--- src/design/assert_macros.svh ---
// Assertion helpers shared by the RTL files.
`ifndef ASSERT_MACROS_SVH
`define ASSERT_MACROS_SVH

// Check a property on every rising clock edge outside reset.
`define SBR_ASSERT(label, clk, rst_n, prop, msg) \
	label: assert property (@(posedge clk) disable iff (!rst_n) (prop)) else $error(msg);

// Check that a condition implies another in the same cycle.
`define SBR_ASSERT_IMPL(label, clk, rst_n, cond, prop, msg) \
	label: assert property (@(posedge clk) disable iff (!rst_n) (cond) |-> (prop)) \
		else $error(msg);

`endif

--- src/design/sbr_rem_unit.sv ---
`default_nettype none
`include "assert_macros.svh"
module sbr_rem_unit #(
	parameter int AW = 16
) (
	input  wire logic          clk,
	input  wire logic          arst_n,
	input  wire logic          start,
	input  wire logic [AW-1:0] dividend,
	input  wire logic [AW:0]   divisor,
	output logic               done,
	output logic [AW-1:0]      rem
);

	localparam int CW = $clog2(AW + 1);

	logic [AW:0]   rem_q;
	logic [AW:0]   div_q;
	logic [AW-1:0] num_q;
	logic [CW-1:0] cnt_q;
	logic          busy_q;
	logic          done_q;
	logic [AW:0]   trial;
	logic [AW:0]   rem_next;

	always_comb begin
		trial    = {rem_q[AW-1:0], num_q[AW-1]};
		rem_next = (trial >= div_q) ? trial - div_q : trial;
	end

	always_ff @(posedge clk or negedge arst_n) begin
		if (!arst_n) begin
			busy_q <= 1'b0;
			done_q <= 1'b0;
			cnt_q  <= '0;
		end else begin
			done_q <= 1'b0;
			if (start) begin
				busy_q <= 1'b1;
				cnt_q  <= '0;
			end else if (busy_q) begin
				cnt_q <= cnt_q + CW'(1);
				if (cnt_q == CW'(AW - 1)) begin
					busy_q <= 1'b0;
					done_q <= 1'b1;
				end
			end
		end
	end

	always_ff @(posedge clk) begin
		if (start) begin
			rem_q <= '0;
			div_q <= divisor;
			num_q <= dividend;
		end else if (busy_q) begin
			rem_q <= rem_next;
			num_q <= num_q << 1;
		end
	end

	assign done = done_q;
	assign rem  = rem_q[AW-1:0];

	`SBR_ASSERT_IMPL(a_rem_below_div, clk, arst_n, done_q, rem_q < div_q, "remainder not below divisor")

endmodule
`default_nettype wire

--- config.mk ---
export PLATFORM = sky130hd
export DESIGN_NAME = sbr_rem_unit
export DESIGN_NICKNAME = d
export VERILOG_FILES = /design/src/design/sbr_rem_unit.sv
export VERILOG_INCLUDE_DIRS = /design/src /design/src/design
export SDC_FILE = /design/constraint.sdc
export NUM_CORES = 1
export LEC_CHECK = 0
export BUFFER_PORTS_ARGS = -buffer_cell sky130_fd_sc_hd__buf_2
export CORE_MARGIN = 5
export CORE_UTILIZATION = 56
export DETAILED_ROUTE_END_ITERATION = 6
export PLACE_DENSITY = 0.89
export SYNTH_ARGS = -nofsm -noshare
export SYNTH_HDL_FRONTEND = slang
export SYNTH_SLANG_ARGS = --single-unit
--- constraint.sdc ---
create_clock -name clk -period 3.1 [get_ports clk]
set_input_delay 0 -clock clk [delete_from_list [all_inputs] [get_ports clk]]
set_output_delay 0 -clock clk [all_outputs]
set_load 0.02 [all_outputs]
# After elaboration in Yosys (flattened, before gate mapping)
# Cells that the tools add are included.
classes:
  muxes: 11
  reduce_logical: 1
  eq_ne: 1
  order_cmp: 1
  n_addsub: 2
ops:
  columns: ["op", "n"]
  rows:
  - ["$mux 16", 3]
  - ["$ge 17x17->1", 1]
  - ["$sub 16x16->16", 1]
  - ["$mux 5", 2]
  - ["$mux 1", 6]
  - ["$add 5x1->5 const B", 1]
  - ["$eq 5x4->1 const B", 1]
  - ["$reduce_bool 2->1", 1]
word_totals:
  out_inout_bits: 17
  ff_bits: 56
  elab_cells: 22
  input_bits: 36

# Logic depth before layout (Yosys ltp)
depth:
  ltp_word: 4
  ltp_mapped: 11
  depth_no_buf: 11

# Worst setup path before layout
# OpenSTA, ideal clock, no wires.
synth_timing:
  path_kind: "register to register"
  from: "register num_q[15]"
  to: "register rem_q[14]"
  arrival_time_ns: 2.197
  path_slack_ns: 0.818
  required_time_ns: 3.014
  period_less_slack_ns: 2.282
  setup_time_ns: 0.086
  path_buffers: 0
  path_stages_with_launch: 12
  path_cell_list: "edfxtp_1 inv_1 ha_1 inv_1 fa_1 a21o_1 a31o_1 a31oi_1 o21ai_1 xor2_1 mux2i_1 a211oi_1"
synth_via:
  elab_chain_cells: 2
  elab_cells_between_ends: 3
  cone_classes: "add/sub: 1; order compare: 1; mux: 1"
synth_lines:
  columns: ["element", "line_no", "rtl"]
  rows:
  - ["start: declaration", "sbr_rem_unit.sv:19", "logic [AW-1:0] num_q;"]
  - ["start signal: assignment", "sbr_rem_unit.sv:55", "num_q <= dividend;"]
  - ["start signal: assignment", "sbr_rem_unit.sv:58", "num_q <= num_q << 1;"]
  - ["$sub 16x16->16 / $ge 17x17->1 (equally long branches)", "sbr_rem_unit.sv:28", "rem_next = (trial >= div_q) ? trial - div_q : trial;"]
  - ["$mux 16 *", "sbr_rem_unit.sv:28", null]
  - ["end signal: assignment", "sbr_rem_unit.sv:57", "rem_q <= rem_next;"]
  - ["end: declaration", "sbr_rem_unit.sv:17", "logic [AW:0] rem_q;"]
# Every way passes the cells marked *; elsewhere a longest branch is shown, timed or not.
# A chain may end at the register's enable or synchronous reset.

# Final worst setup path
# Same ends and word-level chain as after synthesis.

==> results.md <==
Drt:
- The total DRC errors in the routed layout is 0.
- The routed via count divided by cell count is 5.56.
- The antenna violation net count after detailed routing is 0.
- The average wire per standard cell is 15.2 um.
- The number of design-rule violations left by the first detailed-router iteration is 128.
- Across all layers, the routed design uses 2448 vias.
- The first TritonRoute pass finished after 4 iterations.
- Summed over all layers, the routed wires come to 6700 um.

Layout:
- Compared with the post-synthesis result, the final layout area differs by 22.2%.
- For this run, the post-layout net count is 423.
- Leaving out fill and tap cells, the most frequent cells in the layout are 52 x buf_2, 33 x edfxtp_1, 31 x dlygate4sd3_1.
- The area taken by multi-input logic gates is 1520 um^2.
- The sequential cells in the finished layout cover a total of 1490 um^2.
- The commonest non-fill, non-tap cell in the layout is buf_2.
- In the final layout, the share of cells above drive strength 1 is 0.247.
- The count of placed standard cells in the final layout, fillers left out is 440.
- The final-layout fill cell count is 393.
- The number of antenna diodes is 0.
- With fillers left out, the area of the finished cells amounts to 3860 um^2.

Logic synthesis:
- For this run, the register share of the synthesized area comes to 0.470.
- Counting distinct cell types in the post-synthesis netlist gives 50.
- The number of cells produced by synthesis is 287.
- For this run, the number of Yosys warnings is 0.
- The total standard cell area after synthesis is 3160 um^2.
- After synthesis the netlist holds a flip-flop and latch count of 56.
- In the synthesized netlist the dominant register cell turns out to be edfxtp_1.
- The net count after synthesis is 343.
- Dividing the synthesized area by the synthesized cell count gives 11.0 um^2.
- Yosys mapped a number of flops with a built-in enable equal to 33.
- For this run, asynchronously set or reset flops after synthesis account for 0.125.

Floorplanning:
- The number of placed I/O pins is 53.
- The initialized floorplan defines 27 standard-cell rows.
- The initial standard-cell utilization of the core is 0.574.
- The chip width is 85.1 um.
- The overall die area is 7240 um^2.
- The die is 85.1 um tall.
- The floorplan core area is 5510 um^2.

Worst setup path:
- The endpoint identified for the worst register-to-register timing path is rem_q[14].
- Setup slack on the worst reg-to-reg path comes out at 0.54 ns.
- In this design, the largest share of critical-path delay is due to compound AO/OA/AOI/OAI gates.
- The element type at the critical path end is a register.
- The worst flop-to-flop path startpoint is num_q[15].
- The slowest stage of the critical path belongs to the cell fa_1.
- The kind of start point of the critical path is a register.
- Data on the critical path arrives at its endpoint at 2.79 ns.
- The required time of the critical path is 3.33 ns.
- Traced cell by cell, the critical path runs through inv_1, ha_1, inv_1, fa_1, a21o_1, a31o_1, a31oi_1, o21ai_1, xor2_1, mux2i_1, a211oi_1.
- The buffering stage count on the worst path with inverters included is 2.
- The critical path crosses 11 cells after its start point.
- The critical path starts at num_q[15].
- The critical path's most frequent cell is inv_1.
- The capturing instance or port of the critical path is rem_q[14].
- The delay of the slowest cell on the worst path is 0.40 ns.
- The worst-path maximum fanout is 3.
- The critical path is of the register to register type.
- The number of cells on the worst reg-to-reg path is 11.

Clock network:
- Buffers inserted during clock tree synthesis total 5.
- Clock-pin slew was measured on the worst setup and hold paths at 0.10 ns.
- The TritonCTS clock tree is built.
- The clock tree buffer depth is 2.
- The clock sink count is 56.
- The clock tree root buffer cell is clkbuf_8.
- The number of post-CTS setup repair buffers is 0.
- CTS built an H-tree with a depth of 2.
- For the worst-skew pair, the clock arrives at the later sink with an insertion delay of 0.31 ns.

Global route:
- The remaining global-route overflow is 0.
- The first-pass GRT wire length is 11200 um.
- The largest net degree at the start of global routing is 41.
- In the global route stage, overall resource usage came out at 0.192.
- The number of global-route vias before repair is 2438.
- The initial antenna violation count came to 0.

Power and ir drop:
- The share of total power in the clock network is 0.266.
- The fraction of power spent switching nets is 0.251.
- The peak ir drop on the vdd network is 398 uV.
- The total power consumption of the routed design is 1490 uW.
- The share of total power in combinational logic is 0.161.
- The analysis attributes to net switching a power of 375 uW.
- For this design the ratio of total power to cell area is 387 nW/um^2.
- The internal portion of the total power is 1120 uW.
- The share of total power dissipated in sequential elements is 0.573.
- Summed over all cells, the static leakage comes to 0.00171 uW.

Placed design:
- The wire-length estimate of the detail-placed layout is 4710 um.
- In this run the cell area measured after placement is 3460 um^2.
- The number of placed instances, taps included, is 401.
- The congestion estimate from routability-driven global placement came to 0.885.
- Port buffering added 52 buffers.

STA:
- The clock period minus worst slack is 2.56 ns.
- Setup repair after global routing left no endpoint under its margin.
- Headroom to the max-slew limit came out at 0.478.
- Static timing analysis puts the maximum clock frequency at 391 MHz.
- The final-layout setup total negative slack is 0 ns.
- Of the available clock period, the critical path in the final layout requires 0.824.
- Setup violations remaining at the end of the flow were counted as 0.
- The final hold violation count was 0.
- The worst clock skew is 0.00419 ns.
- The number of max-slew violations in the final report is 0.
- At the pin with the least slew margin, the transition time is 0.782 ns.

Run:
- Across the run, the number of max-cap violations was 0.

Outcome:
- The flow ran to the end, and the final reports show no timing, DRC or antenna violations.

Min path:
- The type of the worst min-delay path is input port to register.
## cell usage after synthesis, types with 3 or more instances
cell type	count	share of area
xor2_1	6	0.017
edfxtp_1	33	0.31
clkbuf_1	6	0.0071
and2_1	3	0.0059
inv_1	20	0.024
o21ai_0	6	0.0095
o21a_1	4	0.0095
a211oi_1	14	0.033
dfrtp_1	7	0.055
nand3_1	7	0.011
buf_6	3	0.011
a21o_1	8	0.019
mux2_2	15	0.053
nor2b_1	3	0.0059
xnor2_1	10	0.028
mux2i_1	12	0.038
nand2_1	10	0.012
dfxtp_1	16	0.10
ha_1	19	0.075
buf_1	3	0.0036
nand4_1	4	0.0079
nor2_1	23	0.027
a21oi_1	14	0.022
and3_1	4	0.0079
## through the flow
step | util | hold slack (ns) | worst slack, ns
floorplan | - | -0.296 | 0.818
global placement | 0.629 | -0.163 | 0.635
detailed placement | 0.629 | -0.159 | 0.569
CTS | 0.701 | 0.00305 | 0.539
global route | 0.701 | 0.0106 | 0.338
finish | 0.701 | 0.00342 | 0.545
## cell families after synthesis
group / count (synthesis) / share of synthesized area
and+or+nand+nor: 68 / 0.111
AOI/OAI and AO/OA: 66 / 0.152
xor gates and xnor gates: 16 / 0.0444
buffers and inverters: 34 / 0.0483
DFF: 56 / 0.470
adders and majority gates: 20 / 0.0816
muxes: 27 / 0.0915
## how the worst min path moves through the flow
stage | start | slack, ns | end | cells past startpoint
floorplan | arst_n | -0.30 | busy_q | 0
global placement | arst_n | -0.16 | cnt_q[2] | 1
detailed placement | arst_n | -0.16 | cnt_q[0] | 1
CTS | dividend[15] | 0.003 | num_q[15] | 2
global route | dividend[12] | 0.01 | num_q[12] | 2
finish | dividend[12] | 0.003 | num_q[12] | 2
## repair_timing
action | in CTS | in global routing
hold buffers | 31 | 0
gates resized for setup | 0 | 0
endpoints found under the hold margin | 37 | 0
## routing by layer
layer  up-vias  part of all wire  track usage
met5         -                 0            0
li1       1209                 -            -
met4         0             0.021       0.0647
met1      1152              0.42        0.230
met2        72              0.51        0.334
met3        15             0.057       0.0495
## flip-flops by register name, indices dropped and copies added (netlist names)
name and count:
cnt_q 5, rem_q 16, busy_q 1, done 1, num_q 16, div_q 17
## final cells by class
| cell class | instances | area share |
|---|---|---|
| Inverter | 20 | 0.0194 |
| Clock buffer | 5 | 0.0178 |
| Sequential cell | 56 | 0.385 |
| Clock inverter | 3 | 0.00486 |
| Timing Repair Buffer | 87 | 0.156 |
| Tap cell | 72 | 0.0233 |
| Multi-Input combinational cell | 197 | 0.394 |
## worst register-to-register path: cells and delay by family, from the launching register on
| family | cells | cell delay (ns) |
|---|---|---|
| AOI/OAI and AO/OA | 5 | 1.14 |
| muxes | 1 | 0.09 |
| DFF | 1 | 0.37 |
| adders and majority gates | 2 | 0.56 |
| buffers and inverters | 2 | 0.15 |
| xor gates and xnor gates | 1 | 0.15 |
## power by group through the flow
| stage | Combinational (uW) | Clock [uW] | Sequential, uW |
|---|---|---|---|
| floorplan | 147 | 0 | 870 |
| global placement | 198 | 0 | 868 |
| detailed placement | 208 | 0 | 872 |
| CTS | 239 | 404 | 855 |
| global route | 265 | 433 | 860 |
| finish | 240 | 397 | 856 |
(Power assumes the default switching activity.)
