`src/design/assert_macros.svh`:
```
// Assertion helpers shared by the RTL files.
`ifndef ASSERT_MACROS_SVH
`define ASSERT_MACROS_SVH

// Check a property on every rising clock edge outside reset.
`define SBR_ASSERT(label, clk, rst_n, prop, msg) \
	label: assert property (@(posedge clk) disable iff (!rst_n) (prop)) else $error(msg);

// Check that a condition implies another in the same cycle.
`define SBR_ASSERT_IMPL(label, clk, rst_n, cond, prop, msg) \
	label: assert property (@(posedge clk) disable iff (!rst_n) (cond) |-> (prop)) \
		else $error(msg);

`endif

```
`src/design/sbr_pkg.sv`:
```
`default_nettype none
package sbr_pkg;

	localparam int NOISE_W   = 32;
	localparam int CNT_W     = 14;
	localparam int LEVEL_W   = 22;
	localparam int DIFF_W    = 23;
	localparam int COEF_W    = 14;
	localparam int PROD_W    = 37;
	localparam int LEN_W     = 17;
	localparam int CFG_W     = 4;
	localparam int CFG_IDX_W = 4;

	localparam logic [NOISE_W-1:0] NOISE_TAPS   = 32'hA300_0000;
	localparam logic [NOISE_W-1:0] NOISE_A_INIT = 32'hA300_5670;
	localparam logic [NOISE_W-1:0] NOISE_B_INIT = 32'h6A10_D2BE;

	localparam logic signed [LEVEL_W-1:0] FULL_SCALE  = 22'sd1048576;
	localparam logic signed [COEF_W-1:0]  SMOOTH_COEF = 14'sd6128;

	localparam logic [LEN_W-1:0] MIN_LOOP = 17'd64;

	localparam logic [CFG_W-1:0]     FILTER_SIZE_RST = 4'd5;
	localparam logic [CFG_W-1:0]     FILTER_SIZE_MAX = 4'd10;
	localparam logic [CFG_IDX_W-1:0] CFG_FIRST_FILTER  = 4'd0;
	localparam logic [CFG_IDX_W-1:0] CFG_SECOND_FILTER = 4'd1;

	typedef struct packed {
		logic mul_first;
		logic mul_second;
		logic upd_first;
		logic upd_second;
		logic gate;
		logic target_hi;
	} smooth_ctl_t;

	function automatic logic [CNT_W-1:0] mask_of(input logic [CFG_W-1:0] size);
		logic [CFG_W-1:0] k;
		logic [CNT_W:0]   w;
		k = (size > FILTER_SIZE_MAX) ? FILTER_SIZE_MAX : size;
		w = (CNT_W+1)'(1) << ({1'b0, k} + 5'd4);
		return CNT_W'(w - (CNT_W+1)'(1));
	endfunction

	function automatic logic [NOISE_W-1:0] noise_next(input logic [NOISE_W-1:0] r);
		return (r >> 1) ^ (r[0] ? NOISE_TAPS : '0);
	endfunction

endpackage
`default_nettype wire

```
`src/design/sbr_smooth_unit.sv`:
```
`default_nettype none
`include "assert_macros.svh"
module sbr_smooth_unit (
	input  wire logic                                 clk,
	input  wire logic                                 arst_n,
	input  wire sbr_pkg::smooth_ctl_t                 ctl,
	output logic signed [sbr_pkg::LEVEL_W-1:0]        level
);

	logic signed [sbr_pkg::LEVEL_W-1:0] sf_q;
	logic signed [sbr_pkg::LEVEL_W-1:0] ss_q;
	logic signed [sbr_pkg::PROD_W-1:0]  prod_q;
	logic signed [sbr_pkg::LEVEL_W-1:0] target;
	logic signed [sbr_pkg::DIFF_W-1:0]  diff;
	logic signed [sbr_pkg::PROD_W-1:0]  prod;
	logic signed [sbr_pkg::LEVEL_W-1:0] delta;

	always_comb begin
		target = ctl.target_hi ? sbr_pkg::FULL_SCALE : -sbr_pkg::FULL_SCALE;
		if (ctl.mul_first) begin
			diff = ctl.gate ? sbr_pkg::DIFF_W'(target) - sbr_pkg::DIFF_W'(sf_q)
				: -sbr_pkg::DIFF_W'(sf_q);
		end else begin
			diff = ctl.gate ? sbr_pkg::DIFF_W'(sf_q) - sbr_pkg::DIFF_W'(ss_q)
				: -sbr_pkg::DIFF_W'(ss_q);
		end
		prod  = diff * sbr_pkg::SMOOTH_COEF;
		delta = {prod_q[sbr_pkg::PROD_W-1], prod_q[sbr_pkg::PROD_W-1:16]};
	end

	always_ff @(posedge clk) begin
		if (ctl.mul_first || ctl.mul_second) begin
			prod_q <= prod;
		end
	end

	always_ff @(posedge clk or negedge arst_n) begin
		if (!arst_n) begin
			sf_q <= '0;
			ss_q <= '0;
		end else begin
			if (ctl.upd_first) begin
				sf_q <= sf_q + delta;
			end
			if (ctl.upd_second) begin
				ss_q <= ss_q + delta;
			end
		end
	end

	assign level = ss_q;

	`SBR_ASSERT(a_first_range, clk, arst_n, (sf_q <= sbr_pkg::FULL_SCALE) && (sf_q >= -sbr_pkg::FULL_SCALE), "first stage out of range")
	`SBR_ASSERT(a_second_range, clk, arst_n, (ss_q <= sbr_pkg::FULL_SCALE) && (ss_q >= -sbr_pkg::FULL_SCALE), "second stage out of range")

endmodule
`default_nettype wire

```
`config.mk`:
```
export PLATFORM = sky130hd
export DESIGN_NAME = sbr_smooth_unit
export DESIGN_NICKNAME = d
export VERILOG_FILES = /design/src/design/sbr_pkg.sv /design/src/design/sbr_smooth_unit.sv
export VERILOG_INCLUDE_DIRS = /design/src /design/src/design
export SDC_FILE = /design/constraint.sdc
export NUM_CORES = 1
export LEC_CHECK = 0
export ABC_CLOCK_PERIOD_IN_PS = 7530
export BUFFER_PORTS_ARGS = -buffer_cell sky130_fd_sc_hd__buf_2
export CAP_MARGIN = 5
export CORE_ASPECT_RATIO = 0.9
export CORE_MARGIN = 1
export CORE_UTILIZATION = 45
export DETAILED_ROUTE_END_ITERATION = 16
export SLEW_MARGIN = 20
export SYNTH_ARGS = -nofsm -noshare
export SYNTH_HDL_FRONTEND = slang
export SYNTH_SLANG_ARGS = --single-unit
```
`constraint.sdc`:
```
create_clock -name clk -period 7.53 [get_ports clk]
set_input_delay 0.3765 -clock clk [delete_from_list [all_inputs] [get_ports clk]]
set_output_delay 0.3765 -clock clk [all_outputs]
set_load 0.05 [all_outputs]
```
# After elaboration in Yosys (flattened, before gate mapping)
# Index checks and enable logic that the tools add are counted.
dict set report word_totals {
  register_bits 77
  in_bits 8
  out_inout_bits 22
  elab_cells 15
}
dict set report op_classes {
  add_sub_neg 6
  multipliers 1
  mux 4
  reduce_logical 1
}
# operator n
set ops {}
lappend ops {{$mux W23} 3}
lappend ops {{$neg A22 Y23} 2}
lappend ops {{$sub A22 B22 Y23} 2}
lappend ops {{$add A22 B21 Y22} 2}
lappend ops {{$mul A23 B10 Y33 const B} 1}
lappend ops {{$mux W22} 1}
lappend ops {{$logic_or A1 B1 Y1} 1}

# Logic depth before layout (Yosys ltp)
dict set report depth {
  word_depth 5
  mapped_depth 32
  depth_no_buf 32
}

# Worst setup path after synthesis
# Ideal clock, no wire load.
dict set report synth_path {
  path_kind {flip-flop to flip-flop}
  from {register ss_q, in the netlist level[7]}
  to {register prod_q[36] (netlist name), data pin}
  setup_time_ps 260
  arrival_ps 7825
  path_slack_ps -554
  path_stages_with_launch 32
  path_buffers 1
  synth_period_minus_slack_ps 8084
  path_cell_list {dfrtp_1 -> inv_1 -> ha_1 -> clkbuf_1 -> and4_1 -> and3_1 -> a21o_1 -> or3_1 -> a21oi_1 -> o21bai_1 -> a21oi_1 -> xor2_1 -> a211oi_1 -> a21o_1 -> fa_1 -> fa_1 -> fa_1 -> fa_1 -> inv_1 -> fa_1 -> inv_1 -> ha_1 -> a21o_1 -> a21o_1 -> a32oi_1 -> o21ai_0 -> o41ai_2 -> a21oi_1 -> a21o_1 -> a21oi_1 -> xnor2_1 -> xnor2_1}
}
dict set report synth_between {
  elab_chain_len 4
  word_cells_on_any_way 5
  cone_classes {2 x add/sub; 1 x mul; 2 x mux}
}
# element line
set synth_rtl {}
lappend synth_rtl {{start: declaration} sbr_smooth_unit.sv:11} ;# logic signed [sbr_pkg::LEVEL_W-1:0] ss_q;
lappend synth_rtl {{start signal: assignment} sbr_smooth_unit.sv:46} ;# ss_q <= ss_q + delta;
lappend synth_rtl {{$neg A22 Y23 / $sub A22 B22 Y23 (equally long branches)} {sbr_smooth_unit.sv:25, sbr_smooth_unit.sv:24}}
lappend synth_rtl {{$mux W23 *} sbr_smooth_unit.sv:24} ;# diff = ctl.gate ? sbr_pkg::DIFF_W'(sf_q) - sbr_pkg::DIFF_W'(ss_q)
lappend synth_rtl {{$mux W23 *} sbr_smooth_unit.sv:20} ;# if (ctl.mul_first) begin
lappend synth_rtl {{$mul A23 B10 Y33 *} sbr_smooth_unit.sv:27} ;# prod = diff * sbr_pkg::SMOOTH_COEF;
lappend synth_rtl {{net prod (one bit)} sbr_smooth_unit.sv:15} ;# logic signed [sbr_pkg::PROD_W-1:0] prod;
lappend synth_rtl {{end signal: assignment} sbr_smooth_unit.sv:33} ;# prod_q <= prod;
lappend synth_rtl {{end: declaration} sbr_smooth_unit.sv:12} ;# logic signed [sbr_pkg::PROD_W-1:0] prod_q;
# Mark *: on every way through the listed nets, which the timed path passes. The rest lies on a longest branch.
# A chain may end at the register's enable or synchronous reset.

# Worst setup path in the final report
dict set report layout_path {
  from {register ss_q, in the netlist level[1]}
  to {register prod_q[36] (netlist name), data pin}
}
# Same word-level chain as after synthesis.

==> flow_summary.toml <==
[run_status]
status = "finished with violations"
violations = "DRC"

[timing]
max_freq_mhz = 134
finalMaxSlewViolations = 0
finalCritPeriodShare_pct = 99.3
layout_min_cycle_time_ns = 7.48
finalHoldViolations = 0
rsz0062_at_grt = "yes"
tightest_slew_ns = 0.779
max-slew-margin-rel_pct = 47.5
fin_skew_ns = 0.00897
fin_setup_tns_ns = 0
setup_violations = 0

[worst_setup_path]
ff2ff_path_depth = 31
crit_fanout = 5
worstSetupEndpointType = "register"
arrival_ns = 7.56
r2r_end = "prod_q[36]"
crit_slowest_cell = "fa_1"
rrSetupSlack_ns = 0.05
r2r-start = "level[1]"
slowest_delay_ns = 0.57
path_class = "reg2reg"
critPathBufInv = 5
crit_family = "adder cells"
required_ns = 7.61
cpMostUsedCell = "fa_1"
start_kind = "register"

[grt]
grt_pass1_wl_um = 44900
busiest_layer = "met2"
grt_start_max_net_pins = 45
overflow = 0
use_met2_pct = 36.1
grt_use_met3_pct = 2.57
use_met1_pct = 33.7
grt_pass1_vias = 8846
globalRouteTotalUtil_pct = 23.0
antenna_found_initial = 0

[clock_network]
clock_latency_ns = 0.34
clockBufferDepth = 2
root_buffer = "clkbuf_16"
numCtsBuffers = 9
htree_levels = 3
cts_tree = "done"
cts_hold_buf = 0
path_clk_slew_ns = 0.06
cts.sinks = 65

[yosys]
synth_edf_count = 21
ys.warnings.count = 0
synth_area_per_cell_um2 = 8.94
synthDistinctLibCells = 83
ys_async_sr_fraction_pct = 67.7
synthesis.area_um2 = 10900
syn_inst = 1218
synthFlopType = "dfrtp_1"
yosysSeqAreaShare_pct = 15.9
synthesis.nets = 1466
synth_seq_cells = 65

[floorplan]
row_count = 53
core_um2 = 23500
fp.dieW_um = 166
dieHeight_um = 150
io_pins = 30
initial_core_util_pct = 46.3
fp.dieArea_um2 = 24800

[final_layout]
syn2layout_area_growth_pct = 17.5
num_antenna_cells = 0
drive_gt1_share_pct = 19.5
n_fill_cell = 2095
fin_nets = 1587

[worst_hold_path]
hold_class = "in2async"

[route]
drtAntennaViolNets = 0
drt-pass1-iter-count = 11
num_vias = 8948
routed_wl_um = 27800
drtIter0Drc = 556
vias_per_cell = 5.44
routedWlPerCell_um = 16.9
drc = 5

[placed_design]
hpwl_um = 23100
gp_routability_congestion = 0.900
io_buffers = 29

[job]
maxCapViolCount = 0
layout by cell type (no fill, tap or decap), types with 11 or more instances in the layout:
cell type / count
o21ai_0: 53
nor2_1: 78
fa_1: 98
inv_1: 164
o21a_1: 15
xnor2_1: 76
dfrtp_1: 30
o21bai_1: 11
a21o_1: 37
ha_1: 127
nand2_1: 67
buf_2: 29
or3_1: 12
a21oi_1: 67
xor2_1: 32
dfrtp_2: 14
nor3_1: 20
buf_4: 103
mux2_2: 13
edfxtp_1: 21
nand3_1: 22
mux2i_1: 11
worst max-delay path by stage:
stage / start / endpoint / slack (ns) / cells past startpoint
2_1_floorplan: level[1] / prod_q[36] / 0.003 / 30
3_3_place_gp: sf_q[0] / prod_q[33] / -0.05 / 32
3_5_place_dp: sf_q[0] / prod_q[36] / -0.15 / 32
4_1_cts: sf_q[0] / prod_q[36] / 0.002 / 31
5_1_grt: level[1] / prod_q[36] / -0.17 / 31
6_report: level[1] / prod_q[36] / 0.05 / 31
metrics by stage:
stage          hold slack [ns]  setup WS, ns  utilization (%)  cell area (um2)  instances
3_5_place_dp             0.519        -0.149             51.6            12100       1617
4_1_cts                  0.161       0.00233             53.0            12500       1635
2_1_floorplan           0.0809       0.00311                -            11000       1218
5_1_grt                  0.188        -0.173             54.4            12800       1646
6_report                 0.142        0.0524             54.4            12800       1646
3_3_place_gp             0.517       -0.0548             51.6            12100       1617
cells in the mapped netlist, types with 3 or more instances:
cell type,count,area (um2)
o31ai_1,4,30.0
o21ai_0,56,280
a31oi_1,10,62.6
a32oi_1,4,35.0
dfrtp_1,44,1100
nor4_1,9,56.3
o21ai_1,7,35.0
mux2_2,13,146
nor3_1,22,110
or3_1,13,81.3
o21a_1,15,113
fa_1,103,2060
a21boi_0,3,22.5
ha_1,137,1710
nand3_1,22,110
a21o_1,40,300
o211ai_1,8,60.1
o2111ai_1,3,26.3
and2_1,3,18.8
o21bai_1,11,82.6
xor2_1,33,289
or4_1,3,22.5
nor3b_1,5,37.5
nor2b_1,11,68.8
xnor2_1,80,701
inv_1,172,646
nand2b_1,9,56.3
edfxtp_1,21,631
nand4_1,9,56.3
o22ai_1,5,31.3
clkbuf_1,18,67.6
nand3b_1,6,45.0
nor4b_1,3,26.3
nor2_1,78,293
o31a_1,3,26.3
a41oi_1,3,26.3
a211oi_1,12,90.1
and3_1,8,50.1
mux2i_1,11,110
nand2_1,67,251
buf_1,3,11.3
a21oi_1,80,400
per-layer routing:
| metal | vias to the layer above | wire (um) |
|---|---|---|
| li1 | 4452 | - |
| met1 | 4311 | 14500 |
| met2 | 165 | 11900 |
| met3 | 20 | 1010 |
| met4 | 0 | 386 |
| met5 | - | 0 |
cells by family after synthesis:
| logic type | share of synthesized area [%] |
|---|---|
| adders and majority gates | 34.8 |
| muxes | 2.36 |
| DFF | 15.9 |
| buffers and inverters | 6.95 |
| xor gates and xnor gates | 9.24 |
| and+or+nand+nor | 13.3 |
| AOI/OAI and AO/OA | 17.5 |
cell type report:
class / instances / area, um2 / share of cell area (%)
multi-input cells: 953 / 8760 / 68.4
flip-flops and latches: 65 / 1750 / 13.7
repair buffers: 134 / 950 / 7.42
inverters: 176 / 668 / 5.22
well taps: 302 / 378 / 2.95
clock buffers: 14 / 285 / 2.23
clock inverters: 2 / 10.0 / 0.0782
state kept, by name, summed over array words and instances, names as in the netlist:
| signal | count |
|---|---|
| level | 22 |
| prod_q | 21 |
| sf_q | 22 |
timing repair:
action / CTS / global route
setup buffers: 2 / 11
pin swaps: 1 / 44
hold endpoints to repair: 0 / 0
setup endpoints to repair: 6 / 11
resized for setup: 9 / 48
Power is not shown: default switching activity piles up to over one toggle a cycle in this logic, so the estimate is an artifact.
